### src/hdl/dlpos_pkg.sv
// Shared types and codes for the decimal-list ordered set.
package dlpos_pkg;

  localparam int VAL_W = 64;

  // Command codes
  localparam logic [2:0] CMD_TEXT   = 3'd0;
  localparam logic [2:0] CMD_INSERT = 3'd1;
  localparam logic [2:0] CMD_REMOVE = 3'd2;
  localparam logic [2:0] CMD_TEST   = 3'd3;
  localparam logic [2:0] CMD_POP    = 3'd4;
  localparam logic [2:0] CMD_CLEAR  = 3'd5;

  // Result status codes
  localparam logic [2:0] ST_OK      = 3'd0;
  localparam logic [2:0] ST_DUP     = 3'd1;
  localparam logic [2:0] ST_ABSENT  = 3'd2;
  localparam logic [2:0] ST_BADCHAR = 3'd3;
  localparam logic [2:0] ST_FULL    = 3'd4;

  // Characters the parser knows
  localparam logic [7:0] CHAR_NUL   = 8'h00;
  localparam logic [7:0] CHAR_TAB   = 8'h09;
  localparam logic [7:0] CHAR_CR    = 8'h0d;
  localparam logic [7:0] CHAR_SPACE = 8'h20;
  localparam logic [7:0] CHAR_COMMA = 8'h2c;
  localparam logic [7:0] CHAR_ZERO  = 8'h30;
  localparam logic [7:0] CHAR_NINE  = 8'h39;

  // Operation broadcast to every cell of the chain
  localparam logic [2:0] OP_NONE   = 3'd0;
  localparam logic [2:0] OP_INSERT = 3'd1;
  localparam logic [2:0] OP_REMOVE = 3'd2;
  localparam logic [2:0] OP_POP    = 3'd3;
  localparam logic [2:0] OP_CLEAR  = 3'd4;

  typedef struct packed {
    logic [2:0]       op;
    logic [VAL_W-1:0] key;
  } cell_op_t;

  // Parser view of the current text beat
  typedef struct packed {
    logic       ins_req;
    logic [2:0] status;
    logic       string_end;
  } parse_res_t;

endpackage

### src/hdl/dlpos_parser.sv
// Decimal list parser: accumulates digits, flags separators, keeps string status.
module dlpos_parser (
  input  logic                        clk,
  input  logic                        rst,
  input  logic                        take,
  input  logic [7:0]                  text_byte,
  input  logic [2:0]                  ins_status,
  output logic [dlpos_pkg::VAL_W-1:0] acc,
  output dlpos_pkg::parse_res_t       res
);
  import dlpos_pkg::*;

  logic             started;
  logic             skip;
  logic [2:0]       str_status;
  logic [VAL_W-1:0] acc_next;
  logic             started_next;
  logic             skip_next;
  logic [2:0]       str_status_next;
  logic             is_digit;
  logic             is_sep;
  logic             is_end;
  logic [3:0]       digit;
  logic             ins_req;
  logic [2:0]       beat_status;
  logic             beat_end;

  assign is_end   = (text_byte == CHAR_NUL);
  assign is_digit = (text_byte >= CHAR_ZERO) && (text_byte <= CHAR_NINE);
  assign is_sep   = (text_byte == CHAR_COMMA) || (text_byte == CHAR_SPACE) ||
                    ((text_byte >= CHAR_TAB) && (text_byte <= CHAR_CR));
  assign digit    = text_byte[3:0];

  // A pending number is inserted on a separator or at end of string
  assign ins_req = !skip && started && (is_end || is_sep);

  assign res = '{ins_req: ins_req, status: beat_status, string_end: beat_end};

  always_comb begin
    acc_next        = acc;
    started_next    = started;
    skip_next       = skip;
    str_status_next = str_status;
    beat_status     = ST_OK;
    beat_end        = 1'b0;
    if (is_end) begin
      beat_end        = 1'b1;
      beat_status     = (ins_req && str_status == ST_OK) ? ins_status : str_status;
      acc_next        = '0;
      started_next    = 1'b0;
      skip_next       = 1'b0;
      str_status_next = ST_OK;
    end else if (skip) begin
      beat_status = ST_BADCHAR;
    end else if (is_digit) begin
      acc_next     = (acc << 3) + (acc << 1) + {{(VAL_W-4){1'b0}}, digit};
      started_next = 1'b1;
    end else if (is_sep) begin
      if (ins_req) begin
        beat_status = ins_status;
        if (str_status == ST_OK) str_status_next = ins_status;
      end
      acc_next     = '0;
      started_next = 1'b0;
    end else begin
      beat_status  = ST_BADCHAR;
      if (str_status == ST_OK) str_status_next = ST_BADCHAR;
      skip_next    = 1'b1;
      acc_next     = '0;
      started_next = 1'b0;
    end
  end

  always_ff @(posedge clk) begin
    if (rst) begin
      acc        <= '0;
      started    <= 1'b0;
      skip       <= 1'b0;
      str_status <= ST_OK;
    end else if (take) begin
      acc        <= acc_next;
      started    <= started_next;
      skip       <= skip_next;
      str_status <= str_status_next;
    end
  end

endmodule

### config.mk
export PLATFORM = sky130hd
export DESIGN_NAME = dlpos_parser
export DESIGN_NICKNAME = d
export VERILOG_FILES = /design/src/hdl/dlpos_pkg.sv /design/src/hdl/dlpos_parser.sv
export SDC_FILE = /design/constraint.sdc
export NUM_CORES = 1
export LEC_CHECK = 0
export BUFFER_PORTS_ARGS = -buffer_cell sky130_fd_sc_hd__clkbuf_2
export CORE_ASPECT_RATIO = 0.5
export CORE_MARGIN = 2
export CORE_UTILIZATION = 40
export CTS_BUF_LIST = sky130_fd_sc_hd__clkbuf_8
export CTS_CLUSTER_SIZE = 8
export DETAILED_ROUTE_END_ITERATION = 7
export GPL_ROUTABILITY_DRIVEN = 1
export PLACE_DENSITY = 0.61
export REMOVE_ABC_BUFFERS = 1
export SKIP_CTS_REPAIR_TIMING = 1
export SLEW_MARGIN = 20
export SYNTH_ARGS = -nofsm -noshare
export SYNTH_HDL_FRONTEND = slang
export SYNTH_SLANG_ARGS = --single-unit
### constraint.sdc
create_clock -name clk -period 6.8 [get_ports clk]
set_input_delay 1.02 -clock clk [delete_from_list [all_inputs] [get_ports clk]]
set_output_delay 1.02 -clock clk [all_outputs]
set_load 0.005 [all_outputs]
==> results.md, run 1 <==
* Netlist Area Pre-Place at 0.00682 mm2
* Yosys reg bits at 69
* Worst hold path endpoint: acc[63]
* Initial DRC Count at 427
* Tot GR Track Use at 19.8%
* Top-area cell type share of the netlist area at 22.4%
* CP max stage delay at 530 ps
* Layout net count at 1075
* Clk Latency, worst-skew pair at 360 ps
* Die ar. at 0.0182 mm2
* Ranking of synthesized cells by area: ha_1 22%, dfxtp_1 20%, a21oi_1 7.4%
* Effective utilization at floorplan at 41.3%
* Post-DP HPWL at 13800 um
* Cell family with most CP delay: compound AO/OA/AOI/OAI gates
* Final ANT Viol Nets at 0
* Worst Clk Skew at 17.5 ps
* Hold Path Origin: acc[63]
* # IOs at 83
* Sequential share of the synthesized area at 20.3%
* Yosys warns at 0
* Post-synth cell types at 65
* Slowest cell on the critical path: fa_1
* Layout cells sized above 1 at 12.6%
* Largest net degree at the start of global routing at 38
* Final Max Slew Viols at 0
* Fin crit period at 4420 ps
* Core region area at 0.0165 mm2
* Area Growth Syn to Fin at 10.8%
* I/O Buffers at 82
* Final core occ at 45.8%
* Buffers & Inverters on Critical Path at 3
* Setup_tns at 0 ps
* Rel. slew slack at 56.9%
* R2r endpoint: acc[62]
* Outcome: completed
* Router iterations before antenna repair at 5
* CP required at 7040 ps
* Die extent in y at 96.3 um
* EDFF count, synth at 0
* Final WS setup at 2380 ps
* H-tree depth at 3
* Synth area leader: ha_1
* Fmax at 0.226 GHz
* Crit path kind: in2reg
* Inserted Diodes at 0
* Worst-Margin Slew at 641 ps
* Total Wirelength at 17900 um
* RSZ-0062 raised after global routing: no
* Final setup vio count at 0
* Clock tree buffer depth at 2
* Routed len/inst at 15.4 um
* Worst setup EP type: register
* Hold Fails Final Rpt at 0
* MaxCap Viol Count at 0
* CP cell instances: clkbuf_2 -> inv_1 -> fa_1 -> inv_1 -> fa_1 -> a211oi_1 -> o211ai_1 -> a221oi_2 -> o21ai_2 -> a31oi_1 -> o21ba_2 -> o21ai_2 -> a41oi_1 -> xor2_1 -> o21ai_1
* Final instance area at 0.00756 mm2
* Grt ovf at 0
* Die Wd at 189 um
* Non-Filler Instances at 1168
* Vias per cell at 5.57
* Worst R2R Setup Slack at 2770 ps
* Synthesized instance count at 878
* Pre-CTS setup slack at 2050 ps
* Post-DP Area at 0.00739 mm2
* Final period utilization at 65.1%
* Vias at 6502
* Pwr/cell area at 99.9 mW/mm2
* Leak pwr at 3.65 nW
* Reg-to-reg critical path startpoint: acc[0]
* Rows at 33
* Worst Path Max Fanout at 5
* Hold Crit Class: reg2reg
* Vias in the first global route at 6156
* CP arrival at 4660 ps
* Maximum resistive drop on vdd at 0.0632 mV
* Hold depth at 2
* First-pass GRT wire length at 29500 um
* Critical Path Start: text_byte[3]
* Clock transition at path regs at 70 ps
* CTS tree: yes
* Clk sink count at 69
* Initial antenna violation count at 0
* Placed instance count at 1153
* Syn_area_per_cell at 7.77 um2
* Worst R2R Path Depth at 14
* DRC at 0
* Async S/R FF share, synth at 0%
* Worst setup SP type: input pin
* Synth Flop Type: dfxtp_1
* Num CTS Buffers at 9
* GP Congestion at 0.915
* Clock root cell: clkbuf_8
## worst max-delay path by stage
stage / endpoint / slack (ps) / cells past startpoint
after floorplan: acc[62] / 2580 / 14
after global placement: acc[62] / 2120 / 15
after detailed placement: acc[62] / 2050 / 15
after CTS: acc[62] / 2410 / 15
after global routing: acc[62] / 2130 / 15
final: acc[62] / 2380 / 15
## metal layers
metal | up-vias | track usage [%] | wire length [um]
met5 | - | 0 | 0
met4 | 0 | 4.36 | 158
met2 | 114 | 33.8 | 8070
li1 | 3328 | - | -
met3 | 14 | 3.54 | 686
met1 | 3046 | 26.5 | 9030
## synth_stat cells, types with 3 or more instances
cell / instances
and3_1: 6
inv_1: 33
nand2b_1: 6
a21boi_0: 3
o31ai_1: 6
a22o_1: 5
or3_1: 9
nand3_1: 22
nor2b_1: 3
o21ai_2: 3
xnor2_1: 35
nor4_1: 4
a22oi_1: 19
ha_1: 122
a211oi_1: 4
xor2_1: 24
clkbuf_1: 33
o21bai_1: 18
nor2_1: 74
a21o_1: 26
a221oi_1: 3
o21a_1: 4
buf_2: 3
nand4_1: 12
a21oi_1: 101
o211ai_1: 8
o41ai_1: 3
o21ai_0: 60
dfxtp_1: 69
and2_1: 3
a31oi_1: 10
nor3_1: 15
o21ai_1: 3
nand2_1: 91
## worst register-to-register path, delay by kind of cell, from the launching register on
kind                       cells  cell delay, ps
xor gates and xnor gates       1             180
buffers and inverters          2             150
adders and majority gates      2             980
AOI/OAI and AO/OA              9            2220
DFF                            1             390
## flip-flops by register name, summed over array words and instances (netlist names)
register	cells
acc	64
str_status	3
skip	1
started	1
## through the flow
step                total power [mW]  hold WS (ps)
global route                   0.787           514
CTS                            0.766           481
floorplan                      0.436           450
global placement               0.454           456
detailed placement             0.455           460
finish                         0.755           487
## cell type report
cell class	count	area (um2)
fill	1703	8960
multi-input combinational	735	5140
sequential	69	1380
timing repair buffer	88	455
tap	227	284
clock buffer	10	138
inverter	34	128
clock inverter	5	28.8
## layout by cell type, fill, tap and decap left out, types with 12 or more instances in the layout
| master | netlist | layout |
|---|---|---|
| nand3_1 | 22 | 22 |
| nand4_1 | 12 | 12 |
| ha_1 | 122 | 122 |
| nor2_1 | 74 | 73 |
| a21o_1 | 26 | 26 |
| nand2_1 | 91 | 91 |
| xor2_1 | 24 | 24 |
| clkbuf_2 | 0 | 82 |
| xnor2_1 | 35 | 35 |
| dfxtp_1 | 69 | 69 |
| a22oi_1 | 19 | 19 |
| o21bai_1 | 18 | 18 |
| a21oi_1 | 101 | 101 |
| nor3_1 | 15 | 15 |
| o21ai_0 | 60 | 60 |
| inv_1 | 33 | 34 |
## cells by family after synthesis
group	share of synthesized area, %
AO/OA/AOI/OAI	27.3
AND/OR/NAND/NOR	17.2
adder cells (fa/ha/maj)	23.0
buffers and inverters	4.35
flip-flops	20.3
XOR/XNOR	7.58
multiplexers	0.294
## report_power, final
part,switching [mW],internal [mW]
logic,0.0265,0.0117
registers,0.00151,0.406
clock network,0.172,0.138
(Power assumes the default switching activity.)
==> inputs of run 2 (changes only) <==
==> constraint.sdc (replaced) <==
create_clock -name clk -period 4.4 [get_ports clk]
set_input_delay 0.66 -clock clk [delete_from_list [all_inputs] [get_ports clk]]
set_output_delay 0.66 -clock clk [all_outputs]
set_load 0.005 [all_outputs]
==> results.md, run 2 (same netlist as run 1, synthesis figures left out) <==
* Commonest non-fill, non-tap cell in the layout: ha_1
* Hold_ws at 469 ps (-17.1 ps)
* Die ar. at 0.0182 mm2 (unchanged)
* CP required at 4610 ps (-2430 ps)
* CTS tree: yes
* Routed len/inst at 15.1 um (-1.4%)
* Maximum resistive drop on vdd at 0.127 mV (+100%)
* Layout cells sized above 1 at 12.7% (+0.066 points)
* Largest regs: acc (64), str_status (3)
* Post-DP HPWL at 13900 um (+0.47%)
* Crit path kind: in2reg
* Worst setup EP type: register
* Vias in the first global route at 6002 (-2.5%)
* Outcome: completed
* Pre-CTS setup slack at 262 ps (-1780 ps)
* Commonest cells after routing, fill and taps aside: 122 x ha_1, 101 x a21oi_1, 91 x nand2_1, 82 x clkbuf_2, 73 x nor2_1
* Clock transition at path regs at 70 ps (about the same)
* Final setup vio count at 0 (unchanged)
* H-tree depth at 3 (unchanged)
* Fmax at 0.263 GHz
* Worst Path Max Fanout at 5 (unchanged)
* Final period utilization at 86.3%
* Effective utilization at floorplan at 41.3% (unchanged)
* Clk sink count at 69 (unchanged)
* Router iterations before antenna repair at 5 (unchanged)
* Rel. slew slack at 49.3% (-7.5 points)
* Leak pwr at 3.69 nW (+1.0%)
* Vias at 6476 (-0.40%)
* I/O Buffers at 82 (unchanged)
* Grt ovf at 0 (unchanged)
* Rows at 33 (unchanged)
* Clock tree buffer depth at 2 (unchanged)
* Total Wirelength at 17700 um (-1.2%)
* Reg-to-reg critical path startpoint: acc[0]
* Vias per cell at 5.53 (-0.66%)
* Hold Fails Final Rpt at 0 (unchanged)
* Initial antenna violation count at 0 (unchanged)
* Area Growth Syn to Fin at 11.6%
* Largest net degree at the start of global routing at 37 (-2.6%)
* Final Max Slew Viols at 0 (unchanged)
* Worst-Margin Slew at 760 ps (+119 ps)
* Largest Register: acc
* Setup_tns at 0 ps (unchanged)
* Final ANT Viol Nets at 0 (unchanged)
* Post-DP Area at 0.00741 mm2 (+0.30%)
* Critical Path Start: text_byte[3]
* Worst Clk Skew at 11.1 ps (-6.38 ps)
* Final instance area at 0.00761 mm2 (+0.65%)
* Tot GR Track Use at 19.5% (-0.36 points)
* Clk Latency, worst-skew pair at 360 ps (about the same)
* Layout net count at 1078 (+0.28%)
* First-pass GRT wire length at 28800 um (-2.4%)
* Number of flip-flops in the largest register at 64 (unchanged)
* Die extent in y at 96.3 um (unchanged)
* Hold Crit Class: reg2reg
* Final core occ at 46.1% (+0.30 points)
* CP arrival at 4010 ps (-650 ps)
* Die Wd at 189 um (unchanged)
* Pwr/cell area at 162 mW/mm2 (+63%)
* Inserted Diodes at 0 (unchanged)
* DRC at 0 (unchanged)
* RSZ-0062 raised after global routing: no
* MaxCap Viol Count at 0 (unchanged)
* # IOs at 83 (unchanged)
* Final WS setup at 603 ps (-1770 ps)
* Hold Path Origin: acc[63]
* Clock root cell: clkbuf_8
* Num CTS Buffers at 9 (unchanged)
* Core region area at 0.0165 mm2 (unchanged)
* GP Congestion at 0.892 (-2.4%)
* Fin crit period at 3800 ps
* Initial DRC Count at 435 (+1.9%)
* Worst setup SP type: input pin
[run 2: cell types whose count changed in the layout (fill, tap and decap cells not counted), sizes merged]
cell,delta
buf,+3
bufinv,+1
clkinv,-2
inv,+2
clkbuf,+1
clkinvlp,-2
[run 2: power breakdown]
group	internal (mW)	switching, mW
Combinational	0.0180	0.0419
Clock	0.284	0.262
Sequential	0.627	0.00230
Total	0.929	0.306
[run 2: cell type report]
class,count,area (um2)
clock buffer,11,151
timing repair buffer,91,478
sequential,69,1380
fill,1722,8910
multi-input combinational,735,5140
tap,227,284
inverter,34,128
clock inverter,4,41.3
[run 2: stage by stage]
stage	total power [mW]	instances
CTS	1.25	1171
detailed placement	0.704	1156
global route	1.28	1171
finish	1.24	1171
floorplan	0.674	838
global placement	0.703	1156
[run 2: final timing paths]
kind	end	slack [ps]	cells after the start
max	acc[62]	600	15
min	acc[63]	470	2
max reg2reg	acc[62]	640	14
min reg2reg	acc[63]	470	2
[run 2: worst max-delay path, stage by stage]
cell,delay (ps)
clkbuf_2,100
inv_1,60
fa_1,530
inv_1,60
fa_1,470
a211oi_1,320
o211ai_1,140
a221oi_2,320
o21ai_2,150
a31oi_1,300
o21ba_2,260
o21ai_2,140
a41oi_1,260
xor2_1,160
o21ai_1,70
[run 2: metal layers]
layer	track usage, %	vias up	routed length [um]
met4	4.36	0	260
met5	0	-	0
li1	-	3327	-
met3	3.68	22	704
met1	26.3	3002	9040
met2	32.5	125	7720
==> inputs of run 3 (changes only) <==
==> constraint.sdc (replaced) <==
create_clock -name clk -period 4.05 [get_ports clk]
set_input_delay 0.6075 -clock clk [delete_from_list [all_inputs] [get_ports clk]]
set_output_delay 0.6075 -clock clk [all_outputs]
set_load 0.005 [all_outputs]
==> results.md, run 3 (same netlist as run 1, synthesis figures left out) <==
* Final setup vio count at 0 (unchanged)
* Rows at 33 (unchanged)
* Fmax at 0.272 GHz
* Clk Latency, worst-skew pair at 370 ps (about the same)
* Rel. slew slack at 50.9% (+1.6 points)
* Fillers at 1701 (-1.2%)
* H-tree depth at 3 (unchanged)
* Initial DRC Count at 373 (-14%)
* Commonest non-fill, non-tap cell in the layout: ha_1
* Reg-to-reg critical path startpoint: acc[0]
* Die Wd at 189 um (unchanged)
* # IOs at 83 (unchanged)
* Layout net count at 1087 (+0.83%)
* Vias per cell at 5.51 (-0.45%)
* Hold Fails Final Rpt at 0 (unchanged)
* Final instance area at 0.00767 mm2 (+0.87%)
* Die extent in y at 96.3 um (unchanged)
* Clock transition at path regs at 80 ps (about the same)
* Hold_ws at 475 ps (+5.72 ps)
* Maximum resistive drop on vdd at 0.131 mV (+2.6%)
* Number of flip-flops in the largest register at 64 (unchanged)
* CP arrival at 3930 ps (-80 ps)
* Num CTS Buffers at 9 (unchanged)
* Largest net degree at the start of global routing at 37 (unchanged)
* Vias at 6502 (+0.40%)
* MaxCap Viol Count at 0 (unchanged)
* Effective utilization at floorplan at 41.3% (unchanged)
* CP cell instances: inv_1 -> fa_1 -> inv_1 -> fa_1 -> a211oi_1 -> o211ai_1 -> a221oi_2 -> o21ai_2 -> a211o_2 -> nand4_4 -> a2111oi_4 -> o211ai_2 -> nand3_1 -> a32o_1
* Hold Crit Class: reg2reg
* Area Growth Syn to Fin at 12.5%
* Router iterations before antenna repair at 6 (+1)
* CP required at 4310 ps (-300 ps)
* Pwr/cell area at 174 mW/mm2 (+7.2%)
* Worst setup SP type: register
* Layout cells sized above 1 at 13.8% (+1.1 points)
* Post-DP HPWL at 14200 um (+2.2%)
* Routed len/inst at 15.4 um (+1.5%)
* RSZ-0062 raised after global routing: no
* Commonest cells after routing, fill and taps aside: 122 x ha_1, 101 x a21oi_1, 91 x nand2_1, 82 x clkbuf_2, 73 x nor2_1
* Worst setup EP type: register
* Hold Path Origin: acc[63]
* DRC at 0 (unchanged)
* Initial antenna violation count at 0 (unchanged)
* Worst R2R Setup Slack at 370 ps (-270 ps)
* Worst-Margin Slew at 736 ps (-24.4 ps)
* GP Congestion at 0.918 (+2.9%)
* Vias in the first global route at 6228 (+3.8%)
* Largest regs: acc (64), str_status (3)
* Worst hold path endpoint: acc[63]
* Die ar. at 0.0182 mm2 (unchanged)
* Total Wirelength at 18200 um (+2.4%)
* Worst R2R Path Depth at 14 (unchanged)
* Setup_tns at 0 ps (unchanged)
* Crit path kind: reg2reg
* Clock root cell: clkbuf_8
* Slowest cell on the critical path: fa_1
* Outcome: completed
* Post-DP Area at 0.00748 mm2 (+0.91%)
* Clock tree buffer depth at 2 (unchanged)
* Grt ovf at 0 (unchanged)
* CP max stage delay at 500 ps (-30 ps)
* CTS tree: yes
* Worst Clk Skew at 16.1 ps (+4.99 ps)
* Clk sink count at 69 (unchanged)
* Core region area at 0.0165 mm2 (unchanged)
* Worst Path Max Fanout at 4 (-1)
* Leak pwr at 3.72 nW (+0.88%)
* R2r endpoint: acc[60]
* Final Max Slew Viols at 0 (unchanged)
* Fin crit period at 3680 ps
* Largest Register: acc
* Final ANT Viol Nets at 0 (unchanged)
* Hold depth at 2 (unchanged)
* Tot GR Track Use at 20.5% (+0.99 points)
* I/O Buffers at 82 (unchanged)
* Inserted Diodes at 0 (unchanged)
* First-pass GRT wire length at 30400 um (+5.3%)
* Final period utilization at 90.8%
==> run 3: cell count changes in the layout (fill, tap and decap cells not counted) <==
cell / previous run / this run
buf_4: 9 / 18
clkbuf_8: 11 / 9
clkinv_2: 0 / 2
clkinvlp_4: 0 / 2
inv_1: 36 / 34
clkinv_4: 0 / 1
==> run 3: layout make-up <==
class	instances	area (um2)	area share (%)
clock buffers	9	124	1.61
flip-flops and latches	69	1380	18.0
clock inverters	7	67.6	0.880
repair buffers	100	546	7.11
multi-input cells	735	5140	67.0
well taps	227	284	3.70
inverters	34	128	1.66
==> run 3: critical path: cells and delay by family (launching register included) <==
| family | cells | cell delay, ps |
|---|---|---|
| compound gates | 8 | 1860 |
| buf+inv | 2 | 140 |
| simple gates | 2 | 240 |
| fa+ha+maj | 2 | 950 |
| flops | 1 | 380 |
==> run 3: worst max-delay path by stage <==
stage,endpoint,from,cells after the start
final,acc[60],acc[0],14
after global routing,acc[62],acc[0],15
after CTS,acc[60],acc[0],14
after detailed placement,acc[60],text_byte[3],15
after global placement,acc[60],text_byte[3],15
after floorplan,acc[62],text_byte[3],14
==> run 3: metal layers <==
| metal | track usage, % | share of wire, % |
|---|---|---|
| met5 | 0 | 0 |
| met1 | 28.2 | 51 |
| met4 | 4.04 | 1.1 |
| met3 | 3.86 | 4.3 |
| met2 | 33.6 | 43 |
==> run 3: through the flow <==
| stage | total power, mW | setup WS, ps | util, % | cells |
|---|---|---|---|---|
| 6_report | 1.34 | 374 | 46.5 | 1181 |
| 5_1_grt | 1.40 | 60.4 | 46.5 | 1181 |
| 4_1_cts | 1.35 | 374 | 46.5 | 1181 |
| 3_5_place_dp | 0.765 | 36.3 | 45.3 | 1165 |
| 3_3_place_gp | 0.763 | 104 | 45.3 | 1165 |
| 2_1_floorplan | 0.732 | 246 | - | 838 |
==> run 3: power by group <==
part / total, mW / switching (mW) / internal [mW] / leakage (nW)
logic: 0.0652 / 0.0456 / 0.0196 / 3.07
clock network: 0.588 / 0.307 / 0.281 / 0.0964
registers: 0.683 / 0.00233 / 0.681 / 0.556
total: 1.34 / 0.354 / 0.982 / 3.72
